===== config.mk =====
export PLATFORM = sky130hd
export DESIGN_NAME = content_bounding_box_top
export DESIGN_NICKNAME = d
export VERILOG_FILES = /design/src/rtl/cbb_pkg.sv /design/src/rtl/content_bounding_box_top.sv /design/src/rtl/cbb_pad_calc.sv /design/src/rtl/cbb_tracker.sv
export SDC_FILE = /design/constraint.sdc
export NUM_CORES = 1
export LEC_CHECK = 0
export ABC_AREA = 1
export BUFFER_PORTS_ARGS = -buffer_cell sky130_fd_sc_hd__buf_2
export CAP_MARGIN = 10
export CORE_ASPECT_RATIO = 0.9
export CORE_MARGIN = 1
export CORE_UTILIZATION = 45
export CTS_BUF_LIST = sky130_fd_sc_hd__clkbuf_8
export CTS_CLUSTER_SIZE = 40
export DETAILED_ROUTE_END_ITERATION = 8
export RECOVER_POWER = 50
export SYNTH_ARGS = -nofsm -noshare
export SYNTH_HDL_FRONTEND = slang
export SYNTH_SLANG_ARGS = --single-unit

===== constraint.sdc =====
create_clock -name clk -period 11.5 [get_ports clk]
set_input_delay 2.875 -clock clk [delete_from_list [all_inputs] [get_ports clk]]
set_output_delay 2.875 -clock clk [all_outputs]
set_load 0.005 [all_outputs]

===== src/rtl/cbb_pkg.sv =====
`timescale 1ns / 1ps
// Shared types and constants for the content bounding box detector.
package cbb_pkg;

  localparam int unsigned CFG_W   = 13;  // widest configuration register
  localparam int unsigned CHAN_W  = 8;
  localparam int unsigned OUT_W   = 12;  // width of each box coordinate on the port
  localparam int unsigned CFG_IDX_W = 2;

  localparam logic [CFG_IDX_W-1:0] REG_FRAME_WIDTH  = 2'd0;
  localparam logic [CFG_IDX_W-1:0] REG_FRAME_HEIGHT = 2'd1;
  localparam logic [CFG_IDX_W-1:0] REG_BG_TOLERANCE = 2'd2;

  localparam logic [CFG_W-1:0]  WIDTH_RESET     = 13'd640;
  localparam logic [CFG_W-1:0]  HEIGHT_RESET    = 13'd480;
  localparam logic [CHAN_W-1:0] TOLERANCE_RESET = 8'd20;

  localparam int unsigned MIN_DIM     = 2;
  localparam int unsigned MIN_PAD     = 8;
  localparam int unsigned PAD_DIVISOR = 14;

  // red in the lowest byte, alpha in the highest
  typedef struct packed {
    logic [CHAN_W-1:0] alpha;
    logic [CHAN_W-1:0] blue;
    logic [CHAN_W-1:0] green;
    logic [CHAN_W-1:0] red;
  } cbb_pixel_t;

  // left in the lowest bits, bottom in the highest
  typedef struct packed {
    logic [OUT_W-1:0] bottom;
    logic [OUT_W-1:0] right;
    logic [OUT_W-1:0] top;
    logic [OUT_W-1:0] left;
  } cbb_box_t;

  typedef struct packed {
    logic     found;
    cbb_box_t box;
  } cbb_result_t;

endpackage


===== src/rtl/content_bounding_box_top.sv =====
`timescale 1ns / 1ps
// Top level of the content bounding box detector.
//
// RGBA pixels of a frame enter on the in_ stream in raster order, one per
// transaction. The first pixel of each frame sets the background colour; later
// pixels with nonzero alpha whose largest channel difference exceeds the
// tolerance widen the content box. On the last pixel of the frame one result
// leaves on the out_ stream: found flag in tuser, padded and clamped box in
// tdata. Frame size and tolerance are set through the cfg_ write port. The
// user writes them only while the block is idle, which is not enforced.
// Throughput: one pixel per clock unless a last pixel waits on a held result.
// Each pixel is classified and folded into the box while it sits in the input
// register; the result is registered as the frame's last pixel leaves it.
// The padding is computed from the frame size by a registered pipeline.
// Reset restores 640x480 with tolerance 20 and starts a fresh frame.
// When the result waits for out_tready, pixels still stream; only the last
// pixel of the next frame holds in the input register until the output frees.
module content_bounding_box_top #(
  parameter int unsigned MAX_DIMENSION = 4096
) (
  input  logic                          clk,
  input  logic                          rst_n,
  input  logic                          in_tvalid,
  output logic                          in_tready,
  input  logic [31:0]                   in_tdata,   // red, green, blue, alpha
  output logic                          out_tvalid,
  input  logic                          out_tready,
  output logic [47:0]                   out_tdata,  // left, top, right, bottom
  output logic                          out_tuser,  // found
  input  logic                          cfg_we,
  input  logic [cbb_pkg::CFG_IDX_W-1:0] cfg_index,
  input  logic [cbb_pkg::CFG_W-1:0]     cfg_data
);
  import cbb_pkg::*;

  localparam int unsigned CW    = $clog2(MAX_DIMENSION);
  localparam int unsigned DW    = $clog2(MAX_DIMENSION + 1);
  localparam int unsigned CMP_W = (DW > CFG_W) ? DW : CFG_W;

  logic [CFG_W-1:0]  width_r, height_r;
  logic [CHAN_W-1:0] tol_r;

  logic              s1_valid_r, s1_valid_nxt;
  cbb_pixel_t        s1_pix_r;
  logic              s1_adv;
  logic              in_fire;

  logic              out_valid_r, out_valid_nxt;
  cbb_result_t       out_res_r;

  logic [DW-1:0]     eff_w, eff_h;
  logic [CW-1:0]     pad;
  logic              frame_end;
  cbb_result_t       result;

  function automatic logic [DW-1:0] clamp_dim(input logic [CFG_W-1:0] v);
    if (CMP_W'(v) < CMP_W'(MIN_DIM))
      clamp_dim = DW'(MIN_DIM);
    else if (CMP_W'(v) > CMP_W'(MAX_DIMENSION))
      clamp_dim = DW'(MAX_DIMENSION);
    else
      clamp_dim = DW'(v);
  endfunction

  assign eff_w = clamp_dim(width_r);
  assign eff_h = clamp_dim(height_r);

  always_ff @(posedge clk) begin
    if (!rst_n) begin
      width_r  <= WIDTH_RESET;
      height_r <= HEIGHT_RESET;
      tol_r    <= TOLERANCE_RESET;
    end else if (cfg_we) begin
      unique case (cfg_index)
        REG_FRAME_WIDTH:  width_r  <= cfg_data;
        REG_FRAME_HEIGHT: height_r <= cfg_data;
        REG_BG_TOLERANCE: tol_r    <= cfg_data[CHAN_W-1:0];
        default: ;
      endcase
    end
  end

  // a frame's last pixel waits only if the previous result is still held
  assign s1_adv    = s1_valid_r && (!frame_end || !out_valid_r || out_tready);
  assign in_tready = !s1_valid_r || s1_adv;
  assign in_fire   = in_tvalid && in_tready;

  always_comb begin
    s1_valid_nxt = s1_valid_r;
    if (in_fire)     s1_valid_nxt = 1'b1;
    else if (s1_adv) s1_valid_nxt = 1'b0;
    out_valid_nxt = out_valid_r;
    if (s1_adv && frame_end) out_valid_nxt = 1'b1;
    else if (out_tready)     out_valid_nxt = 1'b0;
  end

  always_ff @(posedge clk) begin
    if (!rst_n) begin
      s1_valid_r  <= 1'b0;
      out_valid_r <= 1'b0;
    end else begin
      s1_valid_r  <= s1_valid_nxt;
      out_valid_r <= out_valid_nxt;
    end
  end

  always_ff @(posedge clk) begin
    if (in_fire) s1_pix_r <= cbb_pixel_t'(in_tdata);
    if (s1_adv && frame_end) out_res_r <= result;
  end

  cbb_pad_calc #(
    .DW (DW),
    .CW (CW)
  ) u_pad (
    .clk   (clk),
    .eff_w (eff_w),
    .eff_h (eff_h),
    .pad   (pad)
  );

  cbb_tracker #(
    .DW (DW),
    .CW (CW)
  ) u_tracker (
    .clk       (clk),
    .rst_n     (rst_n),
    .step      (s1_adv),
    .pixel     (s1_pix_r),
    .eff_w     (eff_w),
    .eff_h     (eff_h),
    .tolerance (tol_r),
    .pad       (pad),
    .frame_end (frame_end),
    .result    (result)
  );

  assign out_tvalid = out_valid_r;
  assign out_tdata  = out_res_r.box;
  assign out_tuser  = out_res_r.found;

endmodule


===== src/rtl/cbb_pad_calc.sv =====
`timescale 1ns / 1ps
// Box padding: max(8, min(width, height) / 14), pipelined reciprocal divide.
module cbb_pad_calc #(
  parameter int unsigned DW = 13,
  parameter int unsigned CW = 12
) (
  input  logic          clk,
  input  logic [DW-1:0] eff_w,
  input  logic [DW-1:0] eff_h,
  output logic [CW-1:0] pad
);
  import cbb_pkg::*;

  localparam int unsigned SH = DW + 4;
  localparam int unsigned KW = SH - 3;
  localparam int unsigned K  = (2 ** SH) / PAD_DIVISOR;
  localparam logic [KW-1:0] RECIP = KW'(K);

  logic [DW-1:0]    m_r, m_nxt;
  logic [DW-1:0]    m2_r;
  logic [DW-1:0]    q_r, q_nxt;
  logic [CW-1:0]    pad_r, pad_nxt;
  logic [DW+KW-1:0] prod;
  logic [DW+3:0]    q14;
  logic [DW+3:0]    rem;
  logic [DW-1:0]    q_fix;

  assign m_nxt = (eff_w < eff_h) ? eff_w : eff_h;
  assign prod  = (DW+KW)'(m_r) * (DW+KW)'(RECIP);
  // estimate is exact or one low
  assign q_nxt = DW'(prod[DW+KW-1:SH]);
  assign q14   = ((DW+4)'(q_r) << 4) - ((DW+4)'(q_r) << 1);
  assign rem   = (DW+4)'(m2_r) - q14;
  assign q_fix = (rem >= (DW+4)'(PAD_DIVISOR)) ? q_r + DW'(1) : q_r;
  assign pad_nxt = (q_fix < DW'(MIN_PAD)) ? CW'(MIN_PAD) : CW'(q_fix);

  always_ff @(posedge clk) begin
    m_r   <= m_nxt;
    m2_r  <= m_r;
    q_r   <= q_nxt;
    pad_r <= pad_nxt;
  end

  assign pad = pad_r;

endmodule


===== src/rtl/cbb_tracker.sv =====
`timescale 1ns / 1ps
// Frame position, background capture, content extent tracking and box evaluation.
module cbb_tracker #(
  parameter int unsigned DW = 13,
  parameter int unsigned CW = 12
) (
  input  logic                        clk,
  input  logic                        rst_n,
  input  logic                        step,
  input  cbb_pkg::cbb_pixel_t         pixel,
  input  logic [DW-1:0]               eff_w,
  input  logic [DW-1:0]               eff_h,
  input  logic [cbb_pkg::CHAN_W-1:0]  tolerance,
  input  logic [CW-1:0]               pad,
  output logic                        frame_end,
  output cbb_pkg::cbb_result_t        result
);
  import cbb_pkg::*;

  localparam logic [CW-1:0] COORD_ONES = {CW{1'b1}};

  logic [CW-1:0]     column_r, column_nxt;
  logic [CW-1:0]     row_r, row_nxt;
  logic [3*CHAN_W-1:0] bg_r, bg_nxt;
  logic [CW-1:0]     min_col_r, min_col_nxt;
  logic [CW-1:0]     max_col_r, max_col_nxt;
  logic [CW-1:0]     min_row_r, min_row_nxt;
  logic [CW-1:0]     max_row_r, max_row_nxt;
  logic              any_r, any_nxt;

  logic              first_px;
  logic [CHAN_W-1:0] d_r, d_g, d_b, d_max;
  logic              content;
  logic [DW-1:0]     col_inc, row_inc;
  logic              row_end;
  logic [CW-1:0]     left, top, right, bottom;
  logic [CW:0]       right_sum, bottom_sum;
  logic [CW:0]       w_last, h_last;

  function automatic logic [CHAN_W-1:0] absdiff(input logic [CHAN_W-1:0] a,
                                                input logic [CHAN_W-1:0] b);
    absdiff = (a > b) ? a - b : b - a;
  endfunction

  assign first_px = (column_r == '0) && (row_r == '0);

  assign d_r = absdiff(pixel.red,   bg_r[3*CHAN_W-1:2*CHAN_W]);
  assign d_g = absdiff(pixel.green, bg_r[2*CHAN_W-1:CHAN_W]);
  assign d_b = absdiff(pixel.blue,  bg_r[CHAN_W-1:0]);

  always_comb begin
    d_max = d_r;
    if (d_g > d_max) d_max = d_g;
    if (d_b > d_max) d_max = d_b;
  end

  // the first pixel defines the background, so it is never content
  assign content = !first_px && (pixel.alpha != '0) && (d_max > tolerance);

  assign col_inc   = DW'(column_r) + DW'(1);
  assign row_inc   = DW'(row_r) + DW'(1);
  assign row_end   = !(col_inc < eff_w);
  assign frame_end = row_end && !(row_inc < eff_h);

  always_comb begin
    min_col_nxt = min_col_r;
    max_col_nxt = max_col_r;
    min_row_nxt = min_row_r;
    max_row_nxt = max_row_r;
    any_nxt     = any_r;
    if (content) begin
      if (column_r < min_col_r) min_col_nxt = column_r;
      if (column_r > max_col_r) max_col_nxt = column_r;
      if (row_r < min_row_r)    min_row_nxt = row_r;
      if (row_r > max_row_r)    max_row_nxt = row_r;
      any_nxt = 1'b1;
    end
    bg_nxt     = first_px ? {pixel.red, pixel.green, pixel.blue} : bg_r;
    column_nxt = row_end ? '0 : CW'(col_inc);
    row_nxt    = row_end ? CW'(row_inc) : row_r;
  end

  // padded, clamped box from the extent including this pixel
  assign w_last     = (CW+1)'(eff_w - DW'(1));
  assign h_last     = (CW+1)'(eff_h - DW'(1));
  assign right_sum  = (CW+1)'(max_col_nxt) + (CW+1)'(pad);
  assign bottom_sum = (CW+1)'(max_row_nxt) + (CW+1)'(pad);
  assign left   = (min_col_nxt > pad) ? min_col_nxt - pad : '0;
  assign top    = (min_row_nxt > pad) ? min_row_nxt - pad : '0;
  assign right  = CW'((right_sum > w_last) ? w_last : right_sum);
  assign bottom = CW'((bottom_sum > h_last) ? h_last : bottom_sum);

  always_comb begin
    result.found = any_nxt;
    if (any_nxt) begin
      result.box.left   = OUT_W'(left);
      result.box.top    = OUT_W'(top);
      result.box.right  = OUT_W'(right);
      result.box.bottom = OUT_W'(bottom);
    end else begin
      result.box = '0;
    end
  end

  always_ff @(posedge clk) begin
    if (!rst_n || (step && frame_end)) begin
      column_r  <= '0;
      row_r     <= '0;
      bg_r      <= '0;
      min_col_r <= COORD_ONES;
      max_col_r <= '0;
      min_row_r <= COORD_ONES;
      max_row_r <= '0;
      any_r     <= 1'b0;
    end else if (step) begin
      column_r  <= column_nxt;
      row_r     <= row_nxt;
      bg_r      <= bg_nxt;
      min_col_r <= min_col_nxt;
      max_col_r <= max_col_nxt;
      min_row_r <= min_row_nxt;
      max_row_r <= max_row_nxt;
      any_r     <= any_nxt;
    end
  end

endmodule


==> metrics.txt <==
Root Buffer clkbuf_8; Routed Wire Length roughly 60 mm; CP Launch Type register; CP Capture Type register; first-pass GRT wire length between 90 and 100 mm; Core ar. 0.0466 mm²; switching share of power 0.504; Post-Syn Instances 2865; Setup Crit Path Kind reg -> reg; Worst Path Max Fanout 19; Setup Skew 0.0473 ns; Synth Area in Adders 0.212; largest family of logic cells by synthesized area adder cells; Worst VDD drop 0.173 mV; Routed met2 length roughly 26 mm; power share of the clock group 0.149; DP Wirelength roughly 47 mm; via count roughly 19k; prevailing post-synth register cell dfxtp_1; sequential area share after synthesis 0.284; commonest cells after routing, fill and taps aside 592 x nand2_1, 474 x inv_1, 310 x ha_1; P per Cell Area between 200 and 300 mW/mm²; number of synthesized flops with an enable pin 81; Compound-Gate Fraction of Synth Area 0.145; Die Width 231 µm; cell internal pwr 3.26 mW; wire per inst ~16 µm; DRC 0; Synth warnings 0; mux cell area share after synthesis 0.00377; critical path arrival approximately 11 ns; final-report setup violation count 0; Mean Syn Cell Area approximately 7.4 µm²; Tightest Hold Check Type reg -> reg; Nets between 3k and 4k; Synth Area in Simple Gates 0.207; unrepaired setup endpoints after global routing false; Worst Path Buf+Inv 10; Starting DRT DRC Count between 1k and 1.5k; Overflow after GRT 0; Post-Syn Nets between 3k and 4k; # rows 75; cell mode on critical path nand2_1; Starting Density 0.455; Reg clk slew, reported paths 0.06 ns; post-synthesis to final-layout area growth 9.40%; failing checks capacitance limit, slew limit; initial antenna violation count 0; synthesis-stage register bit count between 200 and 300; Max Cap Viol 2; Chip Height 208 µm; Clock Tree Buf Depth 3; register share of total power 0.197; combinational fraction of design power 0.653; max frequency 96.1 MHz; CP Data Required Time between 10 and 15 ns; met1 WL between 20 and 30 mm; Async SR Flop Fraction 0; status complete, but fails checks; max-slew violation count 72; Leak 11.5 nW; Psw about 3.3 mW; Num CTS Buffers 49; Final Hold Fails 0; top layer in use met4; Yosys cell types around 60; DIE AREA about 0.048 mm²; Worst-Skew Late Latency ~0.63 ns; metal3 WL roughly 3.4 mm; Final min period 10.40 ns; Post-CTS Hold Buffers 0; Buffers on Ports slightly above 100; CP max-delay cell or2_1; largest net degree at the start of global routing between 80 and 90; CTS Sinks about 260; gr usage total 0.248; commonest non-fill, non-tap cell in the layout nand2_1; # IOs ~100; Post-Syn Area roughly 0.021 mm²; crit-path leading delay family compound AO/OA/AOI/OAI gates; number of vias per cell about 5.3; drt pass-1 iters 5; worst slew pin tran between 1.5 and 2 ns; ratio of cells with drive above 1 in the final layout 0.0718; Final GP Congestion between 0.9 and 1; Final ANT Viol Nets 0; CTS tree yes; WHS ~0.42 ns; XOR/XNOR share of the synthesized area 0.0458; vias in the first global route 18.2k; n_diodes 0; H-tree depth 2; max incr delay on CP ~0.46 ns; Fin Setup TNS 0 ns; Slew headroom -0.262; period utilisation layout 0.905
[final timing paths]
path,start,endpoint,slack (ns),cells after the start
setup reg to reg,s1_pix_r[0]$_DFFE_PP_,out_tdata[31]$_SDFFCE_PN0P_,1.10,54
hold / removal,u_pad.m_r[5]$_DFF_P_,u_pad.m2_r[5]$_DFF_P_,0.42,0
hold reg to reg,u_pad.m_r[5]$_DFF_P_,u_pad.m2_r[5]$_DFF_P_,0.42,0
setup / recovery,s1_pix_r[0]$_DFFE_PP_,out_tdata[31]$_SDFFCE_PN0P_,1.10,54
[layer usage]
metal | vias up | GRT usage
li1 | 9676 | -
met3 | 92 | 0.0302
met4 | 0 | 0.0667
met5 | - | 0
met2 | 508 | 0.387
met1 | 8846 | 0.360
[cell type report]
type / count / area (µm²)
clock buffer: 62 / 853
multi-input combinational: 2048 / 13000
timing repair buffer: 112 / 559
fill: 4645 / 23400
clock inverter: 29 / 211
inverter: 481 / 1810
sequential: 261 / 6040
tap: 616 / 771
[Yosys cell counts (26+ instances only)]
library cell,count,area share
o21ai_0,154,0.036
a21oi_1,261,0.061
nor2_1,190,0.034
nand2_1,590,0.10
nor3_1,26,0.0061
inv_1,458,0.081
o21ai_1,61,0.014
xor2_1,92,0.038
edfxtp_1,81,0.11
nand3_1,90,0.021
clkbuf_1,30,0.0053
ha_1,310,0.18
buf_2,31,0.0073
o211ai_1,28,0.0099
fa_1,31,0.029
nand4_1,76,0.022
dfxtp_1,180,0.17
[per-stage QoR]
stage | total power [mW] | instances | util | instance area (µm²) | worst slack [ns]
2_1_floorplan | 4.63 | 2865 | - | 21200 | 2.17
3_3_place_gp | 5.50 | 3517 | 0.477 | 22200 | 1.24
3_5_place_dp | 5.56 | 3517 | 0.477 | 22200 | 0.789
4_1_cts | 6.58 | 3608 | 0.499 | 23300 | 0.792
5_1_grt | 7.32 | 3609 | 0.498 | 23200 | 0.00564
6_report | 6.57 | 3609 | 0.498 | 23200 | 1.10
[sequential cells by signal (all words and copies together) (netlist names), 12 cells and up]
register / count
out_tdata: 48
s1_pix_r: 32
u_tracker.bg_r: 24
height_r: 13
u_pad.m2_r: 13
u_pad.m_r: 13
width_r: 13
u_tracker.column_r: 12
u_tracker.max_col_r: 12
u_tracker.max_row_r: 12
u_tracker.min_col_r: 12
u_tracker.min_row_r: 12
u_tracker.row_r: 12
[cells by family (layout without fill, tap and decap cells)]
kind of cell             count (synthesis)  after routing
AND/OR/NAND/NOR                       1024           1024
AO/OA/AOI/OAI                          564            564
adder cells (fa/ha/maj)                341            341
flip-flops                             261            261
multiplexers                             8              8
buffers and inverters                  556            684
XOR/XNOR                               111            111
[power groups by stage]
stage | logic, mW | clock network (mW) | registers (mW)
CTS | 4.28 | 1.01 | 1.29
finish | 4.30 | 0.980 | 1.30
floorplan | 3.38 | 0 | 1.25
global placement | 4.19 | 0 | 1.31
global route | 4.96 | 1.05 | 1.30
detailed placement | 4.25 | 0 | 1.31
[what timing repair did]
action                                  CTS  global route
resized for setup                         0             3
endpoints found under the setup margin    0            19
buffers inserted                          0             1
Note: power is estimated with default switching activity, not from simulation.
